### config.mk
export PLATFORM = sky130hd
export DESIGN_NAME = pi_controller_anti_windup_flat
export DESIGN_NICKNAME = d
export VERILOG_FILES = /design/src/hw/rtl/pic_pkg.sv /design/src/hw/rtl/pic_in_if.sv /design/src/hw/rtl/pic_out_if.sv /design/src/hw/rtl/pic_sequencer.sv /design/src/hw/rtl/pic_datapath.sv /design/src/hw/rtl/pi_controller_anti_windup.sv /design/src/flat_wrapper.sv
export SDC_FILE = /design/constraint.sdc
export NUM_CORES = 2
export LEC_CHECK = 0
export BUFFER_PORTS_ARGS = -buffer_cell sky130_fd_sc_hd__clkbuf_2
export CELL_PAD_IN_SITES_DETAIL_PLACEMENT = 2
export CELL_PAD_IN_SITES_GLOBAL_PLACEMENT = 2
export CORE_ASPECT_RATIO = 0.75
export CORE_MARGIN = 2
export CORE_UTILIZATION = 40
export CTS_BUF_LIST = sky130_fd_sc_hd__clkbuf_8
export CTS_CLUSTER_DIAMETER = 30
export DETAILED_ROUTE_END_ITERATION = 7
export PLACE_DENSITY_LB_ADDON = 0.1
export SLEW_MARGIN = 10
export SYNTH_ARGS = -nofsm -noshare
export SYNTH_HDL_FRONTEND = slang
export SYNTH_HIERARCHICAL = 1
export SYNTH_SLANG_ARGS = --single-unit
### constraint.sdc
create_clock -name clk -period 20.6 [get_ports clk]
set_clock_uncertainty 0.1 [all_clocks]
set_input_delay 3.09 -clock clk [delete_from_list [all_inputs] [get_ports clk]]
set_output_delay 3.09 -clock clk [all_outputs]
set_load 0.03 [all_outputs]
### src/hw/rtl/pic_pkg.sv
`timescale 1ns / 1ps
`default_nettype none
package pic_pkg;

  // Configuration port
  localparam int CFG_AW = 5;
  localparam logic [2:0] REG_PROP_GAIN     = 3'd0;
  localparam logic [2:0] REG_INTEG_GAIN    = 3'd1;
  localparam logic [2:0] REG_SAMPLE_PERIOD = 3'd2;
  localparam logic [2:0] REG_DRIVE_MIN     = 3'd3;
  localparam logic [2:0] REG_DRIVE_MAX     = 3'd4;
  localparam logic [31:0] DRIVE_MAX_RESET  = 32'h00FF_0000;

  // Program steps
  localparam int STEP_W = 4;
  localparam logic [STEP_W-1:0] STEP_ERR  = 4'd0;
  localparam logic [STEP_W-1:0] STEP_KP   = 4'd1;
  localparam logic [STEP_W-1:0] STEP_KTSE = 4'd2;
  localparam logic [STEP_W-1:0] STEP_SUM  = 4'd3;
  localparam logic [STEP_W-1:0] STEP_PSUM = 4'd4;
  localparam logic [STEP_W-1:0] STEP_DRV  = 4'd5;
  localparam logic [STEP_W-1:0] STEP_AW   = 4'd6;
  localparam logic [STEP_W-1:0] STEP_OUT  = 4'd7;
  localparam logic [STEP_W-1:0] STEP_CLR  = 4'd8;

  typedef enum logic [1:0] {
    MUL_NONE,
    MUL_KI_TS,
    MUL_KP_ERR,
    MUL_KTS_ERR
  } mul_sel_t;

  typedef enum logic [3:0] {
    ALU_NOP,
    ALU_ERR,
    ALU_KTS,
    ALU_PROP,
    ALU_SUM,
    ALU_PSUM,
    ALU_DRV,
    ALU_AW,
    ALU_CLR
  } alu_op_t;

  typedef enum logic [1:0] {
    JMP_NEXT,
    JMP_IF_CLR,
    JMP_ALWAYS
  } jmp_t;

  typedef struct packed {
    mul_sel_t          mul;
    alu_op_t           alu;
    jmp_t              jmp;
    logic [STEP_W-1:0] target;
    logic              done;
  } ctrl_word_t;

  typedef struct packed {
    logic [15:0]        prop_gain;
    logic [15:0]        integ_gain;
    logic [15:0]        sample_period;
    logic signed [31:0] drive_min;
    logic signed [31:0] drive_max;
  } cfg_t;

  localparam ctrl_word_t UOP_NOP = '{MUL_NONE, ALU_NOP, JMP_NEXT, STEP_ERR, 1'b0};

  // Microcode ROM
  function automatic ctrl_word_t ucode(input logic [STEP_W-1:0] step);
    ctrl_word_t w;
    w = UOP_NOP;
    unique case (step)
      STEP_ERR:  w = '{MUL_KI_TS,   ALU_ERR,  JMP_IF_CLR, STEP_CLR, 1'b0};
      STEP_KP:   w = '{MUL_KP_ERR,  ALU_KTS,  JMP_NEXT,   STEP_ERR, 1'b0};
      STEP_KTSE: w = '{MUL_KTS_ERR, ALU_PROP, JMP_NEXT,   STEP_ERR, 1'b0};
      STEP_SUM:  w = '{MUL_NONE,    ALU_SUM,  JMP_NEXT,   STEP_ERR, 1'b0};
      STEP_PSUM: w = '{MUL_NONE,    ALU_PSUM, JMP_NEXT,   STEP_ERR, 1'b0};
      STEP_DRV:  w = '{MUL_NONE,    ALU_DRV,  JMP_NEXT,   STEP_ERR, 1'b0};
      STEP_AW:   w = '{MUL_NONE,    ALU_AW,   JMP_NEXT,   STEP_ERR, 1'b0};
      STEP_OUT:  w = '{MUL_NONE,    ALU_NOP,  JMP_NEXT,   STEP_ERR, 1'b1};
      STEP_CLR:  w = '{MUL_NONE,    ALU_CLR,  JMP_ALWAYS, STEP_OUT, 1'b0};
      default:   w = UOP_NOP;
    endcase
    return w;
  endfunction

endpackage
`default_nettype wire

### src/hw/rtl/pic_in_if.sv
`timescale 1ns / 1ps
`default_nettype none
interface pic_in_if;
  logic               valid;
  logic               ready;
  logic signed [15:0] target;
  logic signed [15:0] measured;
  logic               clear_integral;

  modport source (output valid, target, measured, clear_integral, input ready);
  modport sink   (input valid, target, measured, clear_integral, output ready);
endinterface
`default_nettype wire

### src/hw/rtl/pic_out_if.sv
`timescale 1ns / 1ps
`default_nettype none
interface pic_out_if;
  logic               valid;
  logic               ready;
  logic signed [31:0] drive;
  logic signed [31:0] integral_value;

  modport source (output valid, drive, integral_value, input ready);
  modport sink   (input valid, drive, integral_value, output ready);
endinterface
`default_nettype wire

### src/hw/rtl/pic_sequencer.sv
`timescale 1ns / 1ps
`default_nettype none
module pic_sequencer (
  input  wire logic               clk,
  input  wire logic               rst_n,
  input  wire logic               start,
  input  wire logic               clr,
  input  wire logic               out_stall,
  output logic                    busy,
  output pic_pkg::ctrl_word_t     uop
);
  import pic_pkg::*;

  logic              busy_r, busy_nxt;
  logic [STEP_W-1:0] step_r, step_nxt;
  ctrl_word_t        rom_word;
  logic              hold;

  assign rom_word = ucode(step_r);
  // the output step waits while the result register is full and not taken
  assign hold = rom_word.done && out_stall;
  assign uop  = (busy_r && !hold) ? rom_word : UOP_NOP;
  assign busy = busy_r;

  // step counter with conditional jumps
  always_comb begin
    busy_nxt = busy_r;
    step_nxt = step_r;
    if (!busy_r) begin
      if (start) begin
        busy_nxt = 1'b1;
        step_nxt = STEP_ERR;
      end
    end else if (!hold) begin
      if (rom_word.done) begin
        busy_nxt = 1'b0;
      end else begin
        unique case (rom_word.jmp)
          JMP_IF_CLR: step_nxt = clr ? rom_word.target : step_r + 1'b1;
          JMP_ALWAYS: step_nxt = rom_word.target;
          default:    step_nxt = step_r + 1'b1;
        endcase
      end
    end
  end

  always_ff @(posedge clk) begin
    if (!rst_n) begin
      busy_r <= 1'b0;
      step_r <= STEP_ERR;
    end else begin
      busy_r <= busy_nxt;
      step_r <= step_nxt;
    end
  end
endmodule
`default_nettype wire

### src/hw/rtl/pic_datapath.sv
`timescale 1ns / 1ps
`default_nettype none
module pic_datapath (
  input  wire logic               clk,
  input  wire logic               rst_n,
  input  wire logic               load,
  input  wire logic signed [15:0] target,
  input  wire logic signed [15:0] measured,
  input  wire logic               clear_integral,
  input  wire pic_pkg::cfg_t      cfg,
  input  wire pic_pkg::ctrl_word_t uop,
  output logic                    clr,
  output logic signed [31:0]      drive,
  output logic signed [31:0]      integ
);
  import pic_pkg::*;

  localparam logic signed [35:0] MAX32 = 36'sh0_7FFF_FFFF;
  localparam logic signed [35:0] MIN32 = -36'sh0_8000_0000;

  function automatic logic signed [31:0] sat32(input logic signed [35:0] v);
    logic signed [31:0] r;
    r = v[31:0];
    if (v > MAX32) r = MAX32[31:0];
    else if (v < MIN32) r = MIN32[31:0];
    return r;
  endfunction

  logic signed [15:0] tgt_r, meas_r;
  logic               clr_r;
  logic signed [16:0] err_r;
  logic signed [50:0] prod_r;
  logic [31:0]        kts_r;
  logic signed [33:0] prop_r;
  logic signed [31:0] sum_r;
  logic signed [34:0] tot_r, lo_r, hi_r;
  logic signed [31:0] drive_r;
  logic signed [31:0] acc_r;

  logic signed [32:0] mul_a;
  logic signed [17:0] mul_b;
  logic signed [35:0] sum_wide;
  logic signed [34:0] sum_ext, prop_ext, min_ext, max_ext, aw_val;

  // shared multiplier operand select
  always_comb begin
    mul_a = '0;
    mul_b = '0;
    unique case (uop.mul)
      MUL_KI_TS: begin
        mul_a = {17'd0, cfg.integ_gain};
        mul_b = {2'd0, cfg.sample_period};
      end
      MUL_KP_ERR: begin
        mul_a = {17'd0, cfg.prop_gain};
        mul_b = {err_r[16], err_r};
      end
      MUL_KTS_ERR: begin
        mul_a = {1'b0, kts_r};
        mul_b = {err_r[16], err_r};
      end
      default: begin
        mul_a = '0;
        mul_b = '0;
      end
    endcase
  end

  // increment is the product floored by 16 bits
  assign sum_wide = {{1{acc_r[31]}}, {4{acc_r[31]}}, acc_r[30:0]}
                    + {prod_r[50], prod_r[50:16]};
  assign sum_ext  = {{3{sum_r[31]}}, sum_r};
  assign prop_ext = {prop_r[33], prop_r};
  assign min_ext  = {{3{cfg.drive_min[31]}}, cfg.drive_min};
  assign max_ext  = {{3{cfg.drive_max[31]}}, cfg.drive_max};

  // anti-windup clamp, lower bound tested first
  always_comb begin
    aw_val = sum_ext;
    if (sum_ext < lo_r) aw_val = lo_r;
    else if (sum_ext > hi_r) aw_val = hi_r;
  end

  always_ff @(posedge clk) begin
    if (load) begin
      tgt_r  <= target;
      meas_r <= measured;
      clr_r  <= clear_integral;
    end
    if (uop.mul != MUL_NONE) begin
      prod_r <= mul_a * mul_b;
    end
    unique case (uop.alu)
      ALU_ERR:  err_r  <= {tgt_r[15], tgt_r} - {meas_r[15], meas_r};
      ALU_KTS:  kts_r  <= prod_r[31:0];
      ALU_PROP: prop_r <= prod_r[33:0];
      ALU_SUM:  sum_r  <= sat32(sum_wide);
      ALU_PSUM: begin
        tot_r <= prop_ext + sum_ext;
        lo_r  <= min_ext - prop_ext;
      end
      ALU_DRV: begin
        if (tot_r < min_ext) drive_r <= cfg.drive_min;
        else if (tot_r > max_ext) drive_r <= cfg.drive_max;
        else drive_r <= tot_r[31:0];
        hi_r <= max_ext - prop_ext;
      end
      ALU_CLR:  drive_r <= '0;
      default:  ;
    endcase
  end

  // kept integral state
  always_ff @(posedge clk) begin
    if (!rst_n) begin
      acc_r <= '0;
    end else if (uop.alu == ALU_AW) begin
      acc_r <= sat32({aw_val[34], aw_val});
    end else if (uop.alu == ALU_CLR) begin
      acc_r <= '0;
    end
  end

  assign clr   = clr_r;
  assign drive = drive_r;
  assign integ = acc_r;
endmodule
`default_nettype wire

### src/hw/rtl/pi_controller_anti_windup.sv
`timescale 1ns / 1ps
`default_nettype none
// PI controller with integral clamping anti-windup, one item at a time.
// Each item runs through a microprogram around one shared 33x18 multiplier;
// a clear item jumps from the error step to the clear step and then to the
// output step. The next item is taken the cycle after the result is written
// to the output register.
// Reset (rst_n low, synchronous): integral, registers to defaults, no result.
module pi_controller_anti_windup (
  input  wire logic                 clk,
  input  wire logic                 rst_n,
  pic_in_if.sink                    in_ch,
  pic_out_if.source                 out_ch,
  input  wire logic                 psel,
  input  wire logic                 penable,
  input  wire logic                 pwrite,
  input  wire logic [pic_pkg::CFG_AW-1:0] paddr,
  input  wire logic [31:0]          pwdata,
  output logic [31:0]               prdata,
  output logic                      pready
);
  import pic_pkg::*;

  cfg_t               cfg_r;
  logic               busy;
  logic               accept;
  logic               out_stall;
  logic               clr;
  ctrl_word_t         uop;
  logic signed [31:0] dp_drive, dp_integ;
  logic               out_valid_r;
  logic signed [31:0] out_drive_r, out_integ_r;
  logic [2:0]         reg_idx;

  assign pready  = 1'b1;
  assign reg_idx = paddr[CFG_AW-1:2];

  // register writes
  always_ff @(posedge clk) begin
    if (!rst_n) begin
      cfg_r.prop_gain     <= '0;
      cfg_r.integ_gain    <= '0;
      cfg_r.sample_period <= '0;
      cfg_r.drive_min     <= '0;
      cfg_r.drive_max     <= DRIVE_MAX_RESET;
    end else if (psel && penable && pwrite) begin
      unique case (reg_idx)
        REG_PROP_GAIN:     cfg_r.prop_gain     <= pwdata[15:0];
        REG_INTEG_GAIN:    cfg_r.integ_gain    <= pwdata[15:0];
        REG_SAMPLE_PERIOD: cfg_r.sample_period <= pwdata[15:0];
        REG_DRIVE_MIN:     cfg_r.drive_min     <= pwdata;
        REG_DRIVE_MAX:     cfg_r.drive_max     <= pwdata;
        default:           ;
      endcase
    end
  end

  // register reads
  always_comb begin
    unique case (reg_idx)
      REG_PROP_GAIN:     prdata = {16'd0, cfg_r.prop_gain};
      REG_INTEG_GAIN:    prdata = {16'd0, cfg_r.integ_gain};
      REG_SAMPLE_PERIOD: prdata = {16'd0, cfg_r.sample_period};
      REG_DRIVE_MIN:     prdata = cfg_r.drive_min;
      REG_DRIVE_MAX:     prdata = cfg_r.drive_max;
      default:           prdata = '0;
    endcase
  end

  assign in_ch.ready = !busy;
  assign accept      = in_ch.valid && !busy;
  assign out_stall   = out_valid_r && !out_ch.ready;

  pic_sequencer u_seq (
    .clk       (clk),
    .rst_n     (rst_n),
    .start     (accept),
    .clr       (clr),
    .out_stall (out_stall),
    .busy      (busy),
    .uop       (uop)
  );

  pic_datapath u_dp (
    .clk            (clk),
    .rst_n          (rst_n),
    .load           (accept),
    .target         (in_ch.target),
    .measured       (in_ch.measured),
    .clear_integral (in_ch.clear_integral),
    .cfg            (cfg_r),
    .uop            (uop),
    .clr            (clr),
    .drive          (dp_drive),
    .integ          (dp_integ)
  );

  // result register
  always_ff @(posedge clk) begin
    if (!rst_n) begin
      out_valid_r <= 1'b0;
    end else if (uop.done) begin
      out_valid_r <= 1'b1;
    end else if (out_ch.ready) begin
      out_valid_r <= 1'b0;
    end
  end

  always_ff @(posedge clk) begin
    if (uop.done) begin
      out_drive_r <= dp_drive;
      out_integ_r <= dp_integ;
    end
  end

  assign out_ch.valid          = out_valid_r;
  assign out_ch.drive          = out_drive_r;
  assign out_ch.integral_value = out_integ_r;
endmodule
`default_nettype wire

### src/flat_wrapper.sv
// flat-port wrapper written by rule: the top's interface ports become plain ports
module pi_controller_anti_windup_flat import pic_pkg::*;
  (clk, rst_n, psel, penable, pwrite, paddr, pwdata, prdata, pready, in_ch_valid, in_ch_target, in_ch_measured, in_ch_clear_integral, in_ch_ready, out_ch_valid, out_ch_drive, out_ch_integral_value, out_ch_ready);
  pic_in_if in_ch_i ();
  pic_out_if out_ch_i ();
  input  wire logic clk;
  input  wire logic rst_n;
  input  wire logic psel;
  input  wire logic penable;
  input  wire logic pwrite;
  input  wire logic [pic_pkg::CFG_AW-1:0] paddr;
  input  wire logic [31:0] pwdata;
  output logic [31:0] prdata;
  output logic pready;
  input wire logic [$bits(in_ch_i.valid)-1:0] in_ch_valid;
  input wire logic [$bits(in_ch_i.target)-1:0] in_ch_target;
  input wire logic [$bits(in_ch_i.measured)-1:0] in_ch_measured;
  input wire logic [$bits(in_ch_i.clear_integral)-1:0] in_ch_clear_integral;
  output wire logic [$bits(in_ch_i.ready)-1:0] in_ch_ready;
  output wire logic [$bits(out_ch_i.valid)-1:0] out_ch_valid;
  output wire logic [$bits(out_ch_i.drive)-1:0] out_ch_drive;
  output wire logic [$bits(out_ch_i.integral_value)-1:0] out_ch_integral_value;
  input wire logic [$bits(out_ch_i.ready)-1:0] out_ch_ready;
  assign in_ch_i.valid = in_ch_valid;
  assign in_ch_i.target = in_ch_target;
  assign in_ch_i.measured = in_ch_measured;
  assign in_ch_i.clear_integral = in_ch_clear_integral;
  assign in_ch_ready = in_ch_i.ready;
  assign out_ch_valid = out_ch_i.valid;
  assign out_ch_drive = out_ch_i.drive;
  assign out_ch_integral_value = out_ch_i.integral_value;
  assign out_ch_i.ready = out_ch_ready;
  pi_controller_anti_windup u_core (.clk(clk), .rst_n(rst_n), .in_ch(in_ch_i), .out_ch(out_ch_i), .psel(psel), .penable(penable), .pwrite(pwrite), .paddr(paddr), .pwdata(pwdata), .prdata(prdata), .pready(pready));
endmodule
* Word-level counts from Yosys, hierarchy flattened *
Memory sizes are Yosys's and may differ from the RTL's. A register that Yosys moved wholly into a read port is not among the register bits.
Cells that the tools add are included.

storage, ports and cells
  register bits = 550
  memory bits (read-only) = 208
  input bits = 77
  output and inout port bits = 99
  memories = 1

memories
  memory            words  bits a word  rd ports  clocked after memory_dff  wr ports  line           source
  (name not given)  16     13           1         1                         0         pic_pkg.sv:73  unique case (step)

operators by class
  $add $sub $neg = 6
  multipliers = 1
  order comparisons = 8
  equality and inequality tests = 19
  mux-type cells = 28
  reductions and logical operators = 22

operators with widths
  cell                                                                                number
  32-bit two-way mux                                                                  7
  32-bit one-hot mux with 5 select lines                                              1
  32-bit one-hot mux with 3 select lines                                              1
  35-bit two-way mux                                                                  2
  32-bit by 34-bit subtractor with 35-bit output                                      2
  32-bit one-hot mux with 2 select lines                                              1
  33-bit by 18-bit multiplier with 51-bit output                                      1
  32-bit by 35-bit adder with 36-bit output                                           1
  36-bit by 32-bit greater-than comparator with 1-bit output (second input constant)  1
  36-bit by 32-bit less-than comparator with 1-bit output (second input constant)     1
  18-bit one-hot mux with 2 select lines                                              1
  34-bit by 32-bit adder with 35-bit output                                           1
  32-bit by 35-bit greater-than comparator with 1-bit output                          1
  35-bit by 32-bit greater-than comparator with 1-bit output                          1
  35-bit by 32-bit greater-than comparator with 1-bit output (second input constant)  1
  32-bit by 35-bit less-than comparator with 1-bit output                             1
  35-bit by 32-bit less-than comparator with 1-bit output                             1
  35-bit by 32-bit less-than comparator with 1-bit output (second input constant)     1
  4-bit two-way mux                                                                   7
  16-bit by 16-bit subtractor with 17-bit output                                      1
  4-bit by 3-bit equality test with 1-bit output (second input constant)              4
  13-bit two-way mux                                                                  1
  2-bit AND reduction                                                                 5
  2-bit nonzero test                                                                  5
  other kinds (17)                                                                    35

* Depth between registers and ports, before layout *
  depth after elaboration = 10
  depth in mapped cells = 34
  gate-level depth less buffers = 30

* Hierarchy *
The synthesis kept the hierarchy.

by module, submodules not included
  module                     instances  cells each  area each (um^2)  sequential area each (um^2)
  pic_datapath               1          4515        42535.8           10730.3
  pi_controller_anti_windup  1          586         6969.2            4184.0
  pic_sequencer              1          84          747.0             260.2

* Worst setup path before layout *
Ideal clock, no wire load.

  path type = input-to-reg
  start point = in out_ch_ready
  end point = reg u_core.u_dp.prod_r[48] (data pin)
  arrival = 11.003 ns
  required time = 20.242 ns
  setup slack = 9.240 ns
  cell stages on the path = 30
  cells stage by stage = nor2b_1 -> a21oi_1 -> and2_1 -> buf_1 -> clkbuf_1 -> clkbuf_1 -> nand2_1 -> o21ai_1 -> clkbuf_1 -> nand2_1 -> fa_1 -> fa_1 -> fa_1 -> inv_1 -> fa_1 -> fa_1 -> inv_1 -> fa_1 -> inv_1 -> ha_1 -> a21oi_1 -> o21ai_0 -> nor4_1 -> a211oi_2 -> or4_1 -> a31o_1 -> a221o_1 -> a21oi_2 -> o211ai_2 -> xnor2_1

RTL lines
  item                  line                source
  start, declared       flat_wrapper.sv:23  input wire logic [$bits(out_ch_i.ready)-1:0] out_ch_ready;
  end signal, assigned  pic_datapath.sv:91  prod_r <= mul_a * mul_b;
  end, declared         pic_datapath.sv:32  logic signed [50:0] prod_r;

==> results.yml <==
status:
  outcome: "completed"
global_route:
  grt_max_degree: 81
  antenna_found_initial: 10
  grt_use_total_pct: 29.9
  grt_pass1_wl_um: 287000
  first_global_vias: 44400
  overflow: 0
final_layout:
  design_area_sq_um: 56300
  syn_to_final_growth_pct: 12.2
  nNetsFinal: 6390
  drive_gt1_share_pct: 10.3
  final_util_pct: 45.3
clock_tree:
  clock_path_buffers: 3
  cts_buffers: 141
  clkSinkCount: 558
  cts_hold_buf: 0
  cts_setup_buffers: 0
  htreeDepth: 4
  clock_latency_ps: 860
  cts_root_buffer: "clkbuf_8"
  cts.clk_slew.worst_paths_ps: 60
  tritoncts: "yes"
  cts_resized: 0
floorplanning:
  core_sq_um: 124000
  die_height_um: 311
  fp.dieW_um: 413
  start_util_pct: 40.4
  io_pins: 176
  die_area_sq_um: 128000
  placementRows: 112
drt:
  ant_nets: 0
  dr_total_vias: 40400
  dr.pass1.iters: 7
  initialDrtViolationCount: 3052
  drt-wirelength-per-cell_um: 26.8
  wirelength_um: 191000
  routed_via_density: 5.65
  drc: 0
timing:
  maxSlewViolCount: 0
  rsz0062_at_grt: "no"
  hold_violations: 0
  setup_viol: 0
  timing.slew.headroom_pct: 11.3
  fin_crit_sh_pct: 58.5
  hold_ws_ps: 298
  fin_crit_ps: 12050
  tns_ps: 0
  tightestPinTransition_ps: 1330
  clock.fmax_ghz: 0.0830
  setup_ws_ps: 8550
placement:
  placed_cell_area_sq_um: 53000
  place_congestion: 0.884
  dpl.hpwl_um: 149000
  port_buffers: 172
  place_ws_ps: 7900
power:
  power.static_leakage_uw: 0.0249
  vdd_drop_max_mv: 0.0636
  powerDensity_nw_per_um2: 58.3
worst_setup_path:
  start_kind: "primary input"
  slowest_stage: "a22oi_1"
  end_kind: "flop"
  worst-endpoint-required_ps: 21070
  path_common_cell: "fa_1"
  critPathMaxFanout: 50
  crit_type: "in -> reg"
  crit_arrival_ps: 12520
  cp_num_buf_inv: 7
  critPathTopFamily: "adder cells"
  slowest_delay_ps: 1060
synthesis:
  synth_cells: 5180
  netlist_area_sq_um: 50200
  ys_warn_count: 6
  synthesis.nets: 6198
  synth_area_per_cell_sq_um: 9.69
flow_run:
  maxCapViolations: 0
worst_hold_path:
  hold_path_class: "reg -> reg"
[state kept, by name, summed over array words and instances, names as in the netlist, 17 cells and up]
name                          flops
u_core/u_dp/tot_r                35
u_core/u_dp/hi_r                 35
u_core/u_dp/prop_r               34
u_core/out_ch.integral_value     32
u_core/u_dp/integ                32
u_core/u_dp/sum_r                32
u_core/u_dp/lo_r                 35
u_core/u_dp/prod_r               51
u_core/u_dp/err_r                17
u_core/u_dp/drive                32
u_core/out_ch.drive              32
u_core/u_dp/kts_r                32
u_core/cfg_r                    112
[path summary, 6_finish.rpt]
path,end,slack [ps],cells after the start,start
hold reg to reg,u_core/out_ch.drive[31],300,0,u_core/u_dp/drive[31]
setup reg to reg,u_core/u_dp/prod_r[48],10520,29,u_core/out_ch.valid
setup / recovery,u_core/u_dp/prod_r[48],8550,30,out_ch_ready
hold / removal,u_core/out_ch.drive[31],300,0,u_core/u_dp/drive[31]
[layout by cell type (no fill, tap or decap), drive strengths merged, types with 34 or more instances in the layout]
master / instances
xor2: 60
buf: 77
a21o: 120
nand2: 634
ha: 456
nand3: 67
clkinv: 34
o211ai: 49
o21ai: 136
xnor2: 116
a22oi: 88
inv: 860
nor2b: 39
dfxtp: 158
fa: 485
a21oi: 239
edfxtp: 400
nor2: 365
and3: 48
o22ai: 52
clkbuf: 335
mux2i: 142
and2: 36
o21a: 42
nor3: 34
[power by group]
group / switching [uW] / leakage, uW / internal (uW)
Combinational: 264 / 0.0182 / 119
Clock: 625 / 0.00168 / 975
Sequential: 36.7 / 0.00502 / 1260
Total: 925 / 0.0249 / 2360
[layer usage]
| layer | vias up | GRT usage [%] | wire, um |
|---|---|---|---|
| met4 | 0 | 7.28 | 3840 |
| met2 | 1184 | 46.9 | 87500 |
| li1 | 17800 | - | - |
| met3 | 224 | 4.34 | 11500 |
| met1 | 21100 | 43.5 | 88400 |
| met5 | - | 0 | 0 |
[cell type report]
class	count	area [sq um]
inverters	838	3150
clock buffers	164	2260
multi-input cells	3585	31200
clock inverters	97	1030
fillers	13300	68100
flip-flops and latches	558	15200
well taps	1653	2070
diodes	2	5.00
repair buffers	248	1470
[metrics by stage]
step	std cells	total power, uW
final	7145	3280
after global routing	7144	3410
after CTS	7139	3310
after detailed placement	6878	1700
after global placement	6878	1680
after floorplan	5180	1540
(Power assumes the default switching activity.)
